--- src/hdl/ep0seq_pkg.sv ---
package ep0seq_pkg;

	// Packet size of endpoint zero and size of the reply buffer.
	localparam int PACKET_BYTES = 8;
	localparam int BUFFER_BYTES = 512;
	// A complete setup packet is always eight bytes long.
	localparam int SETUP_BYTES  = 8;

	// Wide enough to hold BUFFER_BYTES itself.
	localparam int CNT_W = $clog2(BUFFER_BYTES + 1);

	typedef enum logic [1:0] {
		PH_IDLE = 2'd0,
		PH_SEND = 2'd1,
		PH_END  = 2'd2
	} ep0_phase_t;

	typedef struct packed {
		logic        out_ready;
		logic        in_ready;
		logic        sent_stall;
		logic        setup_end;
		logic [7:0]  setup_bytes;
		logic        direction_in;
		logic [15:0] request_length;
		logic        configured;
		logic        setup_accepted;
		logic [9:0]  reply_length;
		logic        tx_fifo_empty;
	} ep0_evt_t;

	typedef struct packed {
		ep0_phase_t       phase;
		logic [CNT_W-1:0] bytes_left;
		logic [CNT_W-1:0] read_offset;
		logic             zero_packet_due;
	} ep0_state_t;

	typedef struct packed {
		logic       clear_setup_end;
		logic       clear_sent_stall;
		logic       ack_out;
		logic       data_end;
		logic       set_in_ready;
		logic       stall_res;
		logic [8:0] chunk_offset;
		logic [3:0] chunk_length;
		logic [1:0] phase;
	} ep0_res_t;

endpackage

--- src/hdl/ep0seq_step.sv ---
module ep0seq_step
	import ep0seq_pkg::*;
(
	input  ep0_evt_t   evt,
	input  ep0_state_t st,
	output ep0_state_t st_nxt,
	output ep0_res_t   res
);

	localparam logic [CNT_W-1:0] PKT_N = CNT_W'(PACKET_BYTES);
	localparam logic [CNT_W-1:0] BUF_N = CNT_W'(BUFFER_BYTES);

	ep0_phase_t       ph;
	logic             zpd;
	logic [CNT_W-1:0] bl;
	logic [CNT_W-1:0] ro;
	logic [CNT_W-1:0] len;
	logic             do_send;
	logic             c_se;
	logic             c_sst;
	logic             ack;
	logic             de;
	logic             set_ipr;
	logic             stall;
	logic [CNT_W-1:0] c_off;
	logic [CNT_W-1:0] c_len;

	// Saturate the reply to the buffer size.
	assign len = (CNT_W'(evt.reply_length) > BUF_N) ? BUF_N : CNT_W'(evt.reply_length);

	always_comb begin
		ph      = st.phase;
		zpd     = st.zero_packet_due;
		bl      = st.bytes_left;
		ro      = st.read_offset;
		do_send = 1'b0;
		c_se    = 1'b0;
		c_sst   = 1'b0;
		ack     = 1'b0;
		de      = 1'b0;
		set_ipr = 1'b0;
		stall   = 1'b0;
		c_off   = '0;
		c_len   = '0;

		// Only in-ready pending: hold everything.
		if (!(evt.in_ready && !evt.out_ready && !evt.sent_stall && !evt.setup_end)) begin
			if (evt.setup_end) begin
				c_se = 1'b1;
				ack  = evt.out_ready;
				ph   = PH_IDLE;
				zpd  = 1'b0;
			end
			// A new setup packet aborts any transfer in progress.
			if (ph != PH_IDLE && evt.out_ready) begin
				ph = PH_IDLE;
			end

			unique case (ph)
				PH_SEND: begin
					do_send = 1'b1;
				end
				PH_END: begin
					c_sst = evt.sent_stall;
					if (!evt.in_ready && zpd) begin
						de      = 1'b1;
						set_ipr = 1'b1;
					end
					ph  = PH_IDLE;
					zpd = 1'b0;
				end
				default: begin
					ph    = PH_IDLE;
					c_sst = evt.sent_stall;
					if (evt.out_ready) begin
						if (evt.setup_bytes < 8'(SETUP_BYTES)) begin
							ack = 1'b1;
						end else if (!evt.configured || !evt.setup_accepted) begin
							ack   = 1'b1;
							de    = 1'b1;
							stall = 1'b1;
						end else if (!evt.direction_in) begin
							ack = 1'b1;
							de  = 1'b1;
						end else if (evt.request_length == '0 || evt.reply_length == '0) begin
							ack   = 1'b1;
							de    = 1'b1;
							stall = 1'b1;
						end else begin
							bl      = len;
							ro      = '0;
							zpd     = (len % PKT_N == '0) && (16'(len) < evt.request_length);
							ph      = PH_SEND;
							ack     = 1'b1;
							do_send = 1'b1;
						end
					end
				end
			endcase

			// Load the next packet unless the FIFO is busy or a stall is still flagged.
			if (do_send && evt.tx_fifo_empty && !(evt.sent_stall && !c_sst)) begin
				c_off   = ro;
				c_len   = (bl < PKT_N) ? bl : PKT_N;
				bl      = bl - c_len;
				ro      = ro + c_len;
				if (bl == '0) begin
					ph = PH_END;
				end
				set_ipr = 1'b1;
				de      = (bl == '0) && !zpd;
			end
		end

		st_nxt.phase           = ph;
		st_nxt.zero_packet_due = zpd;
		st_nxt.bytes_left      = bl;
		st_nxt.read_offset     = ro;

		res.clear_setup_end  = c_se;
		res.clear_sent_stall = c_sst;
		res.ack_out          = ack;
		res.data_end         = de;
		res.set_in_ready     = set_ipr;
		res.stall_res        = stall;
		res.chunk_offset     = c_off[8:0];
		res.chunk_length     = c_len[3:0];
		res.phase            = ph;
	end

endmodule

--- src/hdl/usb_ep0_control_sequencer.sv ---
// Path: an item accepted on the event channel passes through the input register, then
// the result register, and is presented on the result ports from there.
// Throughput: one item per cycle while the consumer keeps taking results; the
// phase/count registers update as each item moves from the input register into the
// result register, so the next item sees them at once.
// Reset: arst_n low clears the phase to idle, bytes left, offset and zero-packet flag,
// and empties both the input and result stages.
module usb_ep0_control_sequencer
	import ep0seq_pkg::*;
(
	input  logic        clk,
	input  logic        arst_n,

	// Event channel
	input  logic        evt_valid,
	output logic        evt_ready,
	input  logic        out_ready,
	input  logic        in_ready,
	input  logic        sent_stall,
	input  logic        setup_end,
	input  logic [7:0]  setup_bytes,
	input  logic        direction_in,
	input  logic [15:0] request_length,
	input  logic        configured,
	input  logic        setup_accepted,
	input  logic [9:0]  reply_length,
	input  logic        tx_fifo_empty,

	// Result channel
	output logic        res_valid,
	input  logic        res_ready,
	output logic        clear_setup_end,
	output logic        clear_sent_stall,
	output logic        ack_out,
	output logic        data_end,
	output logic        set_in_ready,
	output logic        stall_res,
	output logic [8:0]  chunk_offset,
	output logic [3:0]  chunk_length,
	output logic [1:0]  phase
);

	localparam logic [CNT_W-1:0] BUF_N = CNT_W'(BUFFER_BYTES);

	// Input stage: holds one event item.
	logic       valid_s1;
	ep0_evt_t   evt_s1;

	// Result stage: holds one finished item until the consumer takes it.
	logic       valid_s2;
	ep0_res_t   res_s2;

	// Transfer state kept across events.
	ep0_state_t state_q;

	ep0_state_t state_nxt;
	ep0_res_t   res_nxt;
	logic       advance;

	// Move the held event forward when the result register is free or being drained.
	assign advance   = valid_s1 && (!valid_s2 || res_ready);
	// Take a new item whenever the input register empties this cycle or is empty.
	assign evt_ready = !valid_s1 || advance;

	always_ff @(posedge clk or negedge arst_n) begin
		if (!arst_n) begin
			valid_s1 <= 1'b0;
		end else if (evt_ready) begin
			valid_s1 <= evt_valid;
		end
	end

	always_ff @(posedge clk) begin
		if (evt_valid && evt_ready) begin
			evt_s1.out_ready      <= out_ready;
			evt_s1.in_ready       <= in_ready;
			evt_s1.sent_stall     <= sent_stall;
			evt_s1.setup_end      <= setup_end;
			evt_s1.setup_bytes    <= setup_bytes;
			evt_s1.direction_in   <= direction_in;
			evt_s1.request_length <= request_length;
			evt_s1.configured     <= configured;
			evt_s1.setup_accepted <= setup_accepted;
			evt_s1.reply_length   <= reply_length;
			evt_s1.tx_fifo_empty  <= tx_fifo_empty;
		end
	end

	// Decide register actions and the next transfer state for the held event.
	ep0seq_step u_step (
		.evt    (evt_s1),
		.st     (state_q),
		.st_nxt (state_nxt),
		.res    (res_nxt)
	);

	// Commit the state only when the item's result is captured.
	always_ff @(posedge clk or negedge arst_n) begin
		if (!arst_n) begin
			state_q.phase           <= PH_IDLE;
			state_q.bytes_left      <= '0;
			state_q.read_offset     <= '0;
			state_q.zero_packet_due <= 1'b0;
		end else if (advance) begin
			state_q <= state_nxt;
		end
	end

	always_ff @(posedge clk or negedge arst_n) begin
		if (!arst_n) begin
			valid_s2 <= 1'b0;
		end else if (advance) begin
			valid_s2 <= 1'b1;
		end else if (res_ready) begin
			valid_s2 <= 1'b0;
		end
	end

	always_ff @(posedge clk) begin
		if (advance) begin
			res_s2 <= res_nxt;
		end
	end

	assign res_valid        = valid_s2;
	assign clear_setup_end  = res_s2.clear_setup_end;
	assign clear_sent_stall = res_s2.clear_sent_stall;
	assign ack_out          = res_s2.ack_out;
	assign data_end         = res_s2.data_end;
	assign set_in_ready     = res_s2.set_in_ready;
	assign stall_res        = res_s2.stall_res;
	assign chunk_offset     = res_s2.chunk_offset;
	assign chunk_length     = res_s2.chunk_length;
	assign phase            = res_s2.phase;

	// A stall and a packet never go out in the same event.
	a_no_stall_with_packet: assert property (@(posedge clk) disable iff (!arst_n)
		res_valid |-> !(stall_res && set_in_ready))
		else $error("stall and in-ready issued together");

	// Bytes to load only ever come with a packet.
	a_chunk_needs_packet: assert property (@(posedge clk) disable iff (!arst_n)
		(res_valid && chunk_length != 4'd0) |-> set_in_ready)
		else $error("chunk loaded without in-ready");

	// The ending phase is entered only once the reply is used up.
	a_end_empty: assert property (@(posedge clk) disable iff (!arst_n)
		(state_q.phase == PH_END) |-> (state_q.bytes_left == '0))
		else $error("ending phase with bytes left");

	// Offset plus remaining bytes never runs past the buffer while sending.
	a_send_in_buffer: assert property (@(posedge clk) disable iff (!arst_n)
		(state_q.phase == PH_SEND) |->
			((CNT_W+1)'(state_q.bytes_left) + (CNT_W+1)'(state_q.read_offset)
				<= (CNT_W+1)'(BUF_N)))
		else $error("send window past buffer end");

endmodule
--- config.mk ---
export PLATFORM = sky130hd
export DESIGN_NAME = usb_ep0_control_sequencer
export DESIGN_NICKNAME = d
export VERILOG_FILES = /design/src/hdl/ep0seq_pkg.sv /design/src/hdl/ep0seq_step.sv /design/src/hdl/usb_ep0_control_sequencer.sv
export SDC_FILE = /design/constraint.sdc
export NUM_CORES = 1
export LEC_CHECK = 0
export ABC_AREA = 0
export BUFFER_PORTS_ARGS = -buffer_cell sky130_fd_sc_hd__clkbuf_2
export CAP_MARGIN = 40
export CELL_PAD_IN_SITES_DETAIL_PLACEMENT = 0
export CELL_PAD_IN_SITES_GLOBAL_PLACEMENT = 1
export CORE_ASPECT_RATIO = 1.5
export CORE_MARGIN = 10
export CORE_UTILIZATION = 41
export DETAILED_ROUTE_END_ITERATION = 12
export PLACE_DENSITY_LB_ADDON = 0.15
export SLEW_MARGIN = 20
export SYNTH_ARGS = -nofsm -noshare
export SYNTH_HDL_FRONTEND = slang
export SYNTH_SLANG_ARGS = --single-unit
--- constraint.sdc ---
create_clock -name clk -period 4.29 [get_ports clk]
set_input_delay 0.2145 -clock clk [delete_from_list [all_inputs] [get_ports clk]]
set_output_delay 0.2145 -clock clk [all_outputs]
set_load 0.005 [all_outputs]
# Word level (Yosys, flattened, before mapping)
# Index checks and enable logic that the tools add are counted.
# totals
register_bits	88
elab_cells	141
input_bits	46
out_inout_bits	23
# classes
n_reduce_logical	37
n_mux	67
n_eq_ne	2
addsub	2
n_bitwise	3
order_cmp	4
# ops
operator	n
two-way mux 10 bit	18
two-way mux 1 bit	34
zero test 10 bit	3
two-way mux 2 bit	11
zero test 16 bit	1
less-than comparator 10 x 16 -> 1 bit	1
logical AND 1 bit	12
zero test 1 bit	11
adder 10 bit	1
greater-than comparator 10 bit (second input constant)	1
less-than comparator 10 x 4 -> 1 bit (second input constant)	1
subtractor 10 bit	1
less-than comparator 8 x 4 -> 1 bit (second input constant)	1
one-hot mux 1 bit (2 select lines)	3
OR reduction 5 bit	1
logical OR 1 bit	4
one-hot mux 2 bit (2 select lines)	1
nonzero test 2 bit	2
OR reduction 2 bit	2
NOT 1 bit	3
equality test 2 x 1 -> 1 bit (second input constant)	1
equality test 2 bit (second input constant)	1
AND reduction 2 bit	1

# Depth between registers and ports, before layout
# Gate-level depths: netlist (run 1).
# logic_depth
ltp_word	20
depth_mapped	22
depth_no_buf	21

# Hierarchy
# From an unflattened synthesis (run 1), not the netlist that was laid out.
# hier_totals
hier_cells	434
hier_area_um2	4969.8
# by_module_without_submodules
module	n_inst	cells_per_inst	seq_area_each_um2	area_each_um2
usb_ep0_control_sequencer	1	120	2517.4	2925.3
ep0seq_step	1	314	0.0	2044.5

# Worst setup path before layout (run 1)
# OpenSTA, ideal clock, no wires.
# synth_timing
kind	flip-flop to flip-flop
start	register evt_s1[38] (netlist bit)
end	register state_q[8] (netlist bit)
synth_period_minus_slack_ns	4.009
setup_time_ns	0.121
t_required_ns	4.169
n_path_buf	1
slack_ns	0.281
arrival_time_ns	3.888
path_stages_with_launch	20
cell_sequence	edfxtp_1 > nor2_1 > nand2_1 > ha_1 > clkbuf_1 > inv_1 > nor2_1 > nand3_1 > and2_1 > nand4_4 > nand2b_1 > inv_1 > ha_1 > a21o_1 > a21o_1 > a21o_1 > a21oi_1 > o21ai_0 > xor2_1 > a22o_1
# synth_via
elab_chain_len	14
elab_cells_between_ends	30
cone_classes	add/sub (1); order compare (1); eq/ne (2); mux (14); bitwise (1); reduce/logical (11)
# synth_rtl
item	line_no	rtl
start, declared	usb_ep0_control_sequencer.sv:47	ep0_evt_t evt_s1;
two-way mux 2 bit	ep0seq_step.sv:48	if (evt.setup_end) begin
two-way mux 2 bit	ep0seq_step.sv:47	if (!(evt.in_ready && !evt.out_ready && !evt.sent_stall && !evt.setup_end)) begin
nonzero test 2 bit	ep0seq_step.sv:55	if (ph != PH_IDLE && evt.out_ready) begin
logical AND 1 bit	ep0seq_step.sv:55	
two-way mux 2 bit	ep0seq_step.sv:55	
two-way mux 2 bit	ep0seq_step.sv:47	
equality test 2 x 1 -> 1 bit or equality test 2 bit (tied branches)	ep0seq_step.sv:59	unique case (ph)
OR reduction 2 bit (no source line) or two-way mux 1 bit (tied branches)	n/a	
two-way mux 10 bit or two-way mux 1 bit (tied branches)	ep0seq_step.sv:59, ep0seq_step.sv:47	
two-way mux 10 bit or zero test 1 bit (tied branches)	ep0seq_step.sv:47, ep0seq_step.sv:102	
less-than comparator 10 x 4 -> 1 bit or logical AND 1 bit (tied branches)	ep0seq_step.sv:104, ep0seq_step.sv:102	
two-way mux 10 bit or zero test 1 bit (tied branches)	ep0seq_step.sv:104, ep0seq_step.sv:102	
adder 10 bit or logical AND 1 bit (tied branches)	ep0seq_step.sv:106, ep0seq_step.sv:102	
two-way mux 10 bit	ep0seq_step.sv:102	if (do_send && evt.tx_fifo_empty && !(evt.sent_stall && !c_sst)) begin
end signal, assigned	usb_ep0_control_sequencer.sv:105	state_q <= state_nxt;
end, declared	usb_ep0_control_sequencer.sv:54	ep0_state_t state_q;
# Parallel ways exist; a longest one is shown, timed or not. The select of a mux whose other input is x is not followed.
# A chain may end at the register's enable or synchronous reset.

# Final worst setup path (run 1)
# layout_timing
start	register evt_s1[7] (netlist bit)
end	register state_q[8] (netlist bit)
# layout_via
elab_chain_len	13
elab_cells_between_ends	31
cone_classes	add/sub (1); order compare (2); mux (24); reduce/logical (4)
# layout_rtl
item	line_no	rtl
greater-than comparator 10 bit or zero test 10 bit (tied branches)	ep0seq_step.sv:29, ep0seq_step.sv:85	
two-way mux 10 bit or logical OR 1 bit (tied branches)	ep0seq_step.sv:29, ep0seq_step.sv:85	
two-way mux 10 bit	ep0seq_step.sv:85	end else if (evt.request_length == '0 || evt.reply_length == '0) begin
two-way mux 10 bit	ep0seq_step.sv:82	end else if (!evt.direction_in) begin
two-way mux 10 bit	ep0seq_step.sv:78	end else if (!evt.configured || !evt.setup_accepted) begin
two-way mux 10 bit	ep0seq_step.sv:76	if (evt.setup_bytes < 8'(SETUP_BYTES)) begin
two-way mux 10 bit	ep0seq_step.sv:75	if (evt.out_ready) begin
two-way mux 10 bit	ep0seq_step.sv:59	
two-way mux 10 bit	ep0seq_step.sv:47	
less-than comparator 10 x 4 -> 1 bit	ep0seq_step.sv:104	c_len = (bl < PKT_N) ? bl : PKT_N;
two-way mux 10 bit	ep0seq_step.sv:104	
adder 10 bit	ep0seq_step.sv:106	ro = ro + c_len;
two-way mux 10 bit (*)	ep0seq_step.sv:102	
# Mark *: on every way between the ends. The rest lies on a longest branch, timed or not. The select of a mux whose other input is x is not followed.

==> key figures, run 1 <==
Timing
  – F_max: 244 MHz
  – Setup violators final: 0
  – Tmin final: 4090 ps
  – Unrepaired setup endpoints after global routing: no
  – Setup_tns: 0 ps
  – Slew headroom: 0.533
  – Post-route setup slack: 195 ps
  – Final Cycle Share: 0.955
  – Hold Fails Final Rpt: 0
  – Clock skew: 9.61 ps
  – Fin. max-slew vios: 0
  – Slew @ Worst Pin: 691 ps

Power
  – P_leak: 2.32 nW
  – Pwr Density: 385 nW/um^2
  – Pwr Total: 2.12 mW
  – Largest vdd supply drop: 0.231 mV

Clock network
  – TritonCTS clock tree: yes
  – Root buf cell: clkbuf_16
  – Clk pin slew, worst setup/hold paths: 70 ps
  – Worst-skew pair later-pin latency: 340 ps
  – CTS H-tree lvls: 3
  – CTS Buf Count: 9
  – Maximum clock path buffer count: 2
  – TritonCTS Sinks: 84

Setup path
  – CP max stage delay: 580 ps
  – Setup crit start kind: flop
  – Crit-path cells: or3_4 -> or4_4 -> o211a_4 -> nand2_8 -> mux2_2 -> nand4_4 -> nand2b_2 -> inv_1 -> ha_1 -> a21o_1 -> a21o_1 -> a21o_1 -> a21oi_2 -> o21ai_0 -> xor2_1 -> a22o_1
  – CP arrival: 4330 ps
  – CP endpoint kind: flop
  – Setup CP Type: flop to flop
  – CP required: 4530 ps
  – Crit-path most repeated cell: a21o_1
  – Slowest cell on crit path: or4_4
  – Max FO, Critical Path: 6

Route
  – DRC: 0
  – Routed Antenna Nets: 0
  – Drt initial violations: 174
  – Via count: 3,383
  – Via density: 5.22
  – First-pass iteration count of the detailed router: 4
  – Final wirelength: 10,800 um
  – WL/cell: 16.7 um

Final layout
  – Fraction of layout instances using a drive strength above 1: 0.263
  – Ant diodes: 0
  – Area Overhead vs Synth: 21.0%
  – Fillers: 1,041
  – Final nets: 563
  – Core Util, Final: 0.503
  – Final std cells w/o fill: 648
  – Multi-input logic area: 2060 um^2
  – Reg area: 2400 um^2

Logic synthesis
  – Syn Inst Count: 408
  – Synthesized flop and latch total: 84
  – Top post-synthesis cells by area: edfxtp_1 (40%), dfrtp_1 (13%), ha_1 (5.5%)
  – Main synth FF type: edfxtp_1
  – Synth cell types: 73
  – Cell taking the most area after synthesis: edfxtp_1
  – Mapped Area: 4550 um^2
  – Number of synthesized flops with an enable pin: 60
  – Synth top area share: 0.396
  – Syn Area/Cell: 11.2 um^2
  – Async S/R FF share, synth: 0.286
  – Sequential share of the synthesized area: 0.528
  – Synth Warn #: 0

GRT
  – Global routing usage on met1: 0.149
  – Largest net degree at the start of global routing: 40
  – Gr usage total: 0.142
  – Grt met3 use: 0.0350
  – First-pass GRT wire length: 17,800 um
  – Gr busiest metal: met2
  – Antenna violations before repair: 0
  – Grt ovf: 0
  – Vias in the first global route: 3,554
  – Met2 usage: 0.260

Floorplanning
  – Chip height: 149 um
  – Num rows: 47
  – Starting density of the core: 0.416
  – Core box area: 10,900 um^2
  – I/O pin count: 69
  – Die width: 106 um
  – Die area: 15,800 um^2

Placement
  – GPL Wtd Cong: 0.839
  – PortBufs: 65
  – Placed cells: 628
  – Post-DP HPWL: 8320 um
  – Pre-CTS setup slack: 109 ps

Status
  – Status: finished clean

Job
  – Max-cap violation count: 0

Min path
  – Hold WC Path Type: input port to flop
-- worst paths after layout --
check,from,to,slack [ps],cells after the start
setup / recovery,evt_s1[7],state_q[8],200,16
hold / removal,configured,evt_s1[12],40,1
setup reg to reg,evt_s1[7],state_q[8],200,16
hold reg to reg,valid_s1,res_valid,480,1
max in group asynchronous,arst_n,state_q[20],3380,2
min in group asynchronous,arst_n,state_q[8],460,2
-- worst max-delay path, delay by kind of cell, from the launching register on --
kind | cells | cell delay (ps)
AOI/OAI and AO/OA | 7 | 1310
adders and majority gates | 1 | 280
xor gates and xnor gates | 1 | 150
and+or+nand+nor | 5 | 1410
muxes | 1 | 380
DFF | 1 | 390
buffers and inverters | 1 | 60
-- logic make-up after synthesis --
logic type,count (synthesis),synth area share
AOI/OAI and AO/OA,98,0.157
xor gates and xnor gates,4,0.00770
adders and majority gates,21,0.0594
buffers and inverters,39,0.0324
DFF,84,0.528
muxes,9,0.0225
other,1,0.000824
and+or+nand+nor,152,0.192
-- state kept, by name, indices dropped and copies added (netlist names) --
name,count
clear_setup_end,1
res_valid,1
phase,2
ack_out,1
clear_sent_stall,1
valid_s1,1
chunk_length,4
state_q,22
chunk_offset,9
data_end,1
stall_res,1
set_in_ready,1
evt_s1,39
-- synth_stat cells (2+ instances only) --
cell and instances:
edfxtp_1 60, nand2_1 33, nor2_1 30, inv_1 28
dfrtp_1 24, and2_1 22, ha_1 20, o21ai_0 20
a21oi_1 16, a22o_1 10, clkbuf_1 9, nor3_1 8
nor4_1 8, a21o_1 6, o31ai_1 6, mux2i_1 5
nand3_1 5, nor2b_1 5, o21a_1 5, nand2b_1 4
nand4_1 4, o21ai_1 4, or3_1 4, or4_1 4
a31oi_1 3, and2b_1 3, and4_1 3, o211ai_1 3
a2111oi_0 2, a211oi_1 2, a21oi_2 2, a32o_1 2
mux2_4 2, nand3b_1 2, nor4b_1 2, o22ai_1 2
o311ai_1 2, xnor2_1 2, xor2_1 2
-- stage by stage --
| stage | cell area [um^2] | hold WS [ps] |
|---|---|---|
| finish | 5510 | 43.4 |
| global route | 5510 | 31.6 |
| CTS | 5430 | 33.2 |
| detailed placement | 5150 | 296 |
| global placement | 5150 | 300 |
| floorplan | 4570 | -81.1 |
-- repair_timing --
item | 4_1_cts | 5_1_grt
hold endpoints to repair | 24 | 0
gates resized for setup | 0 | 13
buffers inserted | 0 | 2
setup endpoints to repair | 0 | 2
hold buffers | 1 | 0
-- metal layers --
layer | part of all wire | wire (um)
met5 | 0 | 0
met2 | 0.54 | 5810
met4 | 0.021 | 232
met1 | 0.40 | 4370
met3 | 0.038 | 413
-- cell type report --
class / instances / share of cell area
multi-input combinational: 289 / 0.374
tap: 147 / 0.0334
timing repair buffer: 84 / 0.0877
sequential: 84 / 0.436
clock inverter: 7 / 0.00909
clock buffer: 9 / 0.0409
inverter: 28 / 0.0191
-- cell usage in the layout (no fill, tap or decap), drive strengths merged, types with 20 or more instances in the layout --
| cell type | instances |
|---|---|
| inv | 30 |
| o21ai | 25 |
| ha | 20 |
| dfrtp | 24 |
| edfxtp | 60 |
| nor2 | 31 |
| nand2 | 34 |
| and2 | 22 |
| clkbuf | 74 |
-- power breakdown --
group	switching, mW	total (mW)	internal, mW
Clock	0.322	0.716	0.394
Sequential	0.0495	1.00	0.954
Combinational	0.227	0.402	0.175
Power figures use the tool's default switching activity.
==> run 2, diff against run 1 <==
--- a/config.mk
+++ b/config.mk
@@ -16,4 +16,5 @@
 export DETAILED_ROUTE_END_ITERATION = 12
 export PLACE_DENSITY_LB_ADDON = 0.15
+export SETUP_SLACK_MARGIN = 0.02
 export SLEW_MARGIN = 20
 export SYNTH_ARGS = -nofsm -noshare
==> constraint.sdc (replaced) <==
create_clock -name clk -period 4.29 [get_ports clk]
set_input_delay 0.429 -clock clk [delete_from_list [all_inputs] [get_ports clk]]
set_output_delay 0.429 -clock clk [all_outputs]
set_load 0.005 [all_outputs]
==> run 2 against run 1 <==
Against the previous run:
- final area fell by 0.48%
- critical endpoint unchanged
- utilization fell by 0.24 points
- largest cell class unchanged
- via count shrank 1.3%
- sequential power about the same
==> key figures, run 2 (same netlist as run 1, synthesis figures left out) <==
Placement
  – Placed cells: 628 (unchanged)
  – GPL Wtd Cong: 0.835 (was 0.839)
  – PortBufs: 65 (unchanged)
  – Post-DP HPWL: 8170 um (was 8320 um)

GRT
  – Antenna violations before repair: 0 (unchanged)
  – First-pass GRT wire length: 17,200 um (was 17,800 um)
  – Vias in the first global route: 3,475 (was 3,554)
  – Gr usage total: 0.138 (was 0.142)
  – Largest net degree at the start of global routing: 40 (unchanged)
  – Grt ovf: 0 (unchanged)

Final layout
  – Top reg by flops: evt_s1 (unchanged)
  – Final nets: 560 (was 563)
  – Multi-input logic area: 2050 um^2 (was 2060 um^2)
  – Most frequent cells in the layout: clkbuf_2 (65), edfxtp_1 (60), nand2_1 (33), nor2_1 (30), inv_1 (28) (was clkbuf_2 (65), edfxtp_1 (60), nand2_1 (33), inv_1 (28), nor2_1 (28))
  – Final std cells w/o fill: 645 (was 648)
  – Core Util, Final: 0.501 (was 0.503)
  – Ant diodes: 0 (unchanged)
  – Reg area: 2400 um^2 (unchanged)
  – Fillers: 1,016 (was 1,041)
  – Area Overhead vs Synth: 20.4% (was 21.0%)
  – Most common cell after layout, fill and taps aside: clkbuf_2 (unchanged)
  – Fraction of layout instances using a drive strength above 1: 0.253 (was 0.263)
  – Largest register FFs: 39 (unchanged)

Floorplanning
  – Die width: 106 um (unchanged)
  – I/O pin count: 69 (unchanged)
  – Core box area: 10,900 um^2 (unchanged)
  – Starting density of the core: 0.416 (unchanged)
  – Die area: 15,800 um^2 (unchanged)
  – Chip height: 149 um (unchanged)
  – Num rows: 47 (unchanged)

Route
  – Final wirelength: 10,500 um (was 10,800 um)
  – WL/cell: 16.3 um (was 16.7 um)
  – Drt initial violations: 172 (was 174)
  – First-pass iteration count of the detailed router: 4 (unchanged)
  – Via count: 3,338 (was 3,383)
  – Via density: 5.18 (was 5.22)
  – DRC: 0 (unchanged)
  – Routed Antenna Nets: 0 (unchanged)

Timing
  – Unrepaired setup endpoints after global routing: yes (was no)
  – Tmin final: 4080 ps (was 4090 ps)
  – Slew @ Worst Pin: 709 ps (was 691 ps)
  – Fin. max-slew vios: 0 (unchanged)
  – Setup_tns: 0 ps (unchanged)
  – Hold Fails Final Rpt: 0 (unchanged)
  – Setup violators final: 0 (unchanged)
  – Clock skew: 8.01 ps (was 9.61 ps)
  – Final Cycle Share: 0.950 (was 0.955)
  – Slew headroom: 0.527 (was 0.533)
  – Worst hold slack: 129 ps (was 43.4 ps)
  – F_max: 245 MHz (was 244 MHz)

Setup path
  – Buf+Inv Stages, Crit Path: 1 (unchanged)
  – CP arrival: 4310 ps (was 4330 ps)
  – Crit-path most repeated cell: a21o_1 (unchanged)
  – Setup crit start kind: flop (unchanged)
  – CP endpoint kind: flop (unchanged)
  – Max FO, Critical Path: 6 (unchanged)
  – CP required: 4520 ps (was 4530 ps)
  – Slowest cell on crit path: or4_4 (unchanged)
  – CP max stage delay: 580 ps (about the same)
  – Crit-path cells: or3_4 -> or4_4 -> o211a_4 -> nand2_8 -> mux2_2 -> nand4_4 -> nand2b_4 -> inv_1 -> ha_1 -> a21o_1 -> a21o_1 -> a21o_1 -> a21oi_2 -> o21ai_0 -> xor2_1 -> a22o_1 (was or3_4 -> or4_4 -> o211a_4 -> nand2_8 -> mux2_2 -> nand4_4 -> nand2b_2 -> inv_1 -> ha_1 -> a21o_1 -> a21o_1 -> a21o_1 -> a21oi_2 -> o21ai_0 -> xor2_1 -> a22o_1)
  – Crit path max-delay family: simple AND/OR/NAND/NOR gates (unchanged)
  – Setup CP Type: flop to flop (unchanged)

Clock network
  – Worst-skew pair later-pin latency: 340 ps (about the same)
  – CTS-repair resized insts: 0 (unchanged)
  – CTS H-tree lvls: 3 (unchanged)
  – Clk pin slew, worst setup/hold paths: 60 ps (was 70 ps)
  – Cts hold-fix bufs: 0 (was 1)
  – Root buf cell: clkbuf_16 (unchanged)
  – Post-CTS setup buffers: 0 (unchanged)
  – TritonCTS Sinks: 84 (unchanged)
  – CTS Buf Count: 9 (unchanged)
  – TritonCTS clock tree: yes (unchanged)
  – Maximum clock path buffer count: 2 (unchanged)

Power
  – P_leak: 2.32 nW (about the same)
  – Largest vdd supply drop: 0.219 mV (was 0.231 mV)
  – Pwr Density: 386 nW/um^2 (was 385 nW/um^2)
  – Pwr Total: 2.11 mW (was 2.12 mW)

Min path
  – Hold WC Path Type: input port to async pin (was input port to flop)

Status
  – Status: finished clean (unchanged)

Job
  – Max-cap violation count: 0 (unchanged)
-- run 2: layout make-up --
class / count / share of cell area
clock inverters: 7 / 0.00913
multi-input cells: 289 / 0.374
clock buffers: 9 / 0.0411
flip-flops and latches: 84 / 0.438
well taps: 147 / 0.0336
inverters: 28 / 0.0192
repair buffers: 81 / 0.0842
-- run 2: layer usage --
layer	global-route usage	share of wire	wire [um]	vias up
met2	0.252	0.54	5680	64
li1	-	-	-	1693
met4	0.0666	0.021	221	0
met3	0.0272	0.035	370	15
met5	0	0	0	-
met1	0.146	0.40	4250	1566
-- run 2: path summary, 6_finish.rpt --
| check | start | end | slack (ps) | depth (start not counted) |
|---|---|---|---|---|
| setup reg to reg | evt_s1[9] | state_q[8] | 210 | 16 |
| max in group asynchronous | arst_n | state_q[14] | 3700 | 1 |
| setup / recovery | evt_s1[9] | state_q[8] | 210 | 16 |
| hold / removal | arst_n | state_q[21] | 130 | 1 |
| hold reg to reg | valid_s1 | res_valid | 480 | 1 |
| min in group clk | configured | evt_s1[12] | 260 | 1 |
-- run 2: through the flow --
| stage | setup slack [ps] | cell area [um^2] |
|---|---|---|
| detailed placement | 113 | 5150 |
| global route | -3.34 | 5480 |
| CTS | 73.3 | 5420 |
| floorplan | 281 | 4570 |
| finish | 213 | 5480 |
| global placement | 126 | 5150 |
-- run 2: power by group --
part           internal (mW)  switching (mW)
clock network          0.395           0.318
logic                  0.173           0.223
registers              0.954          0.0502
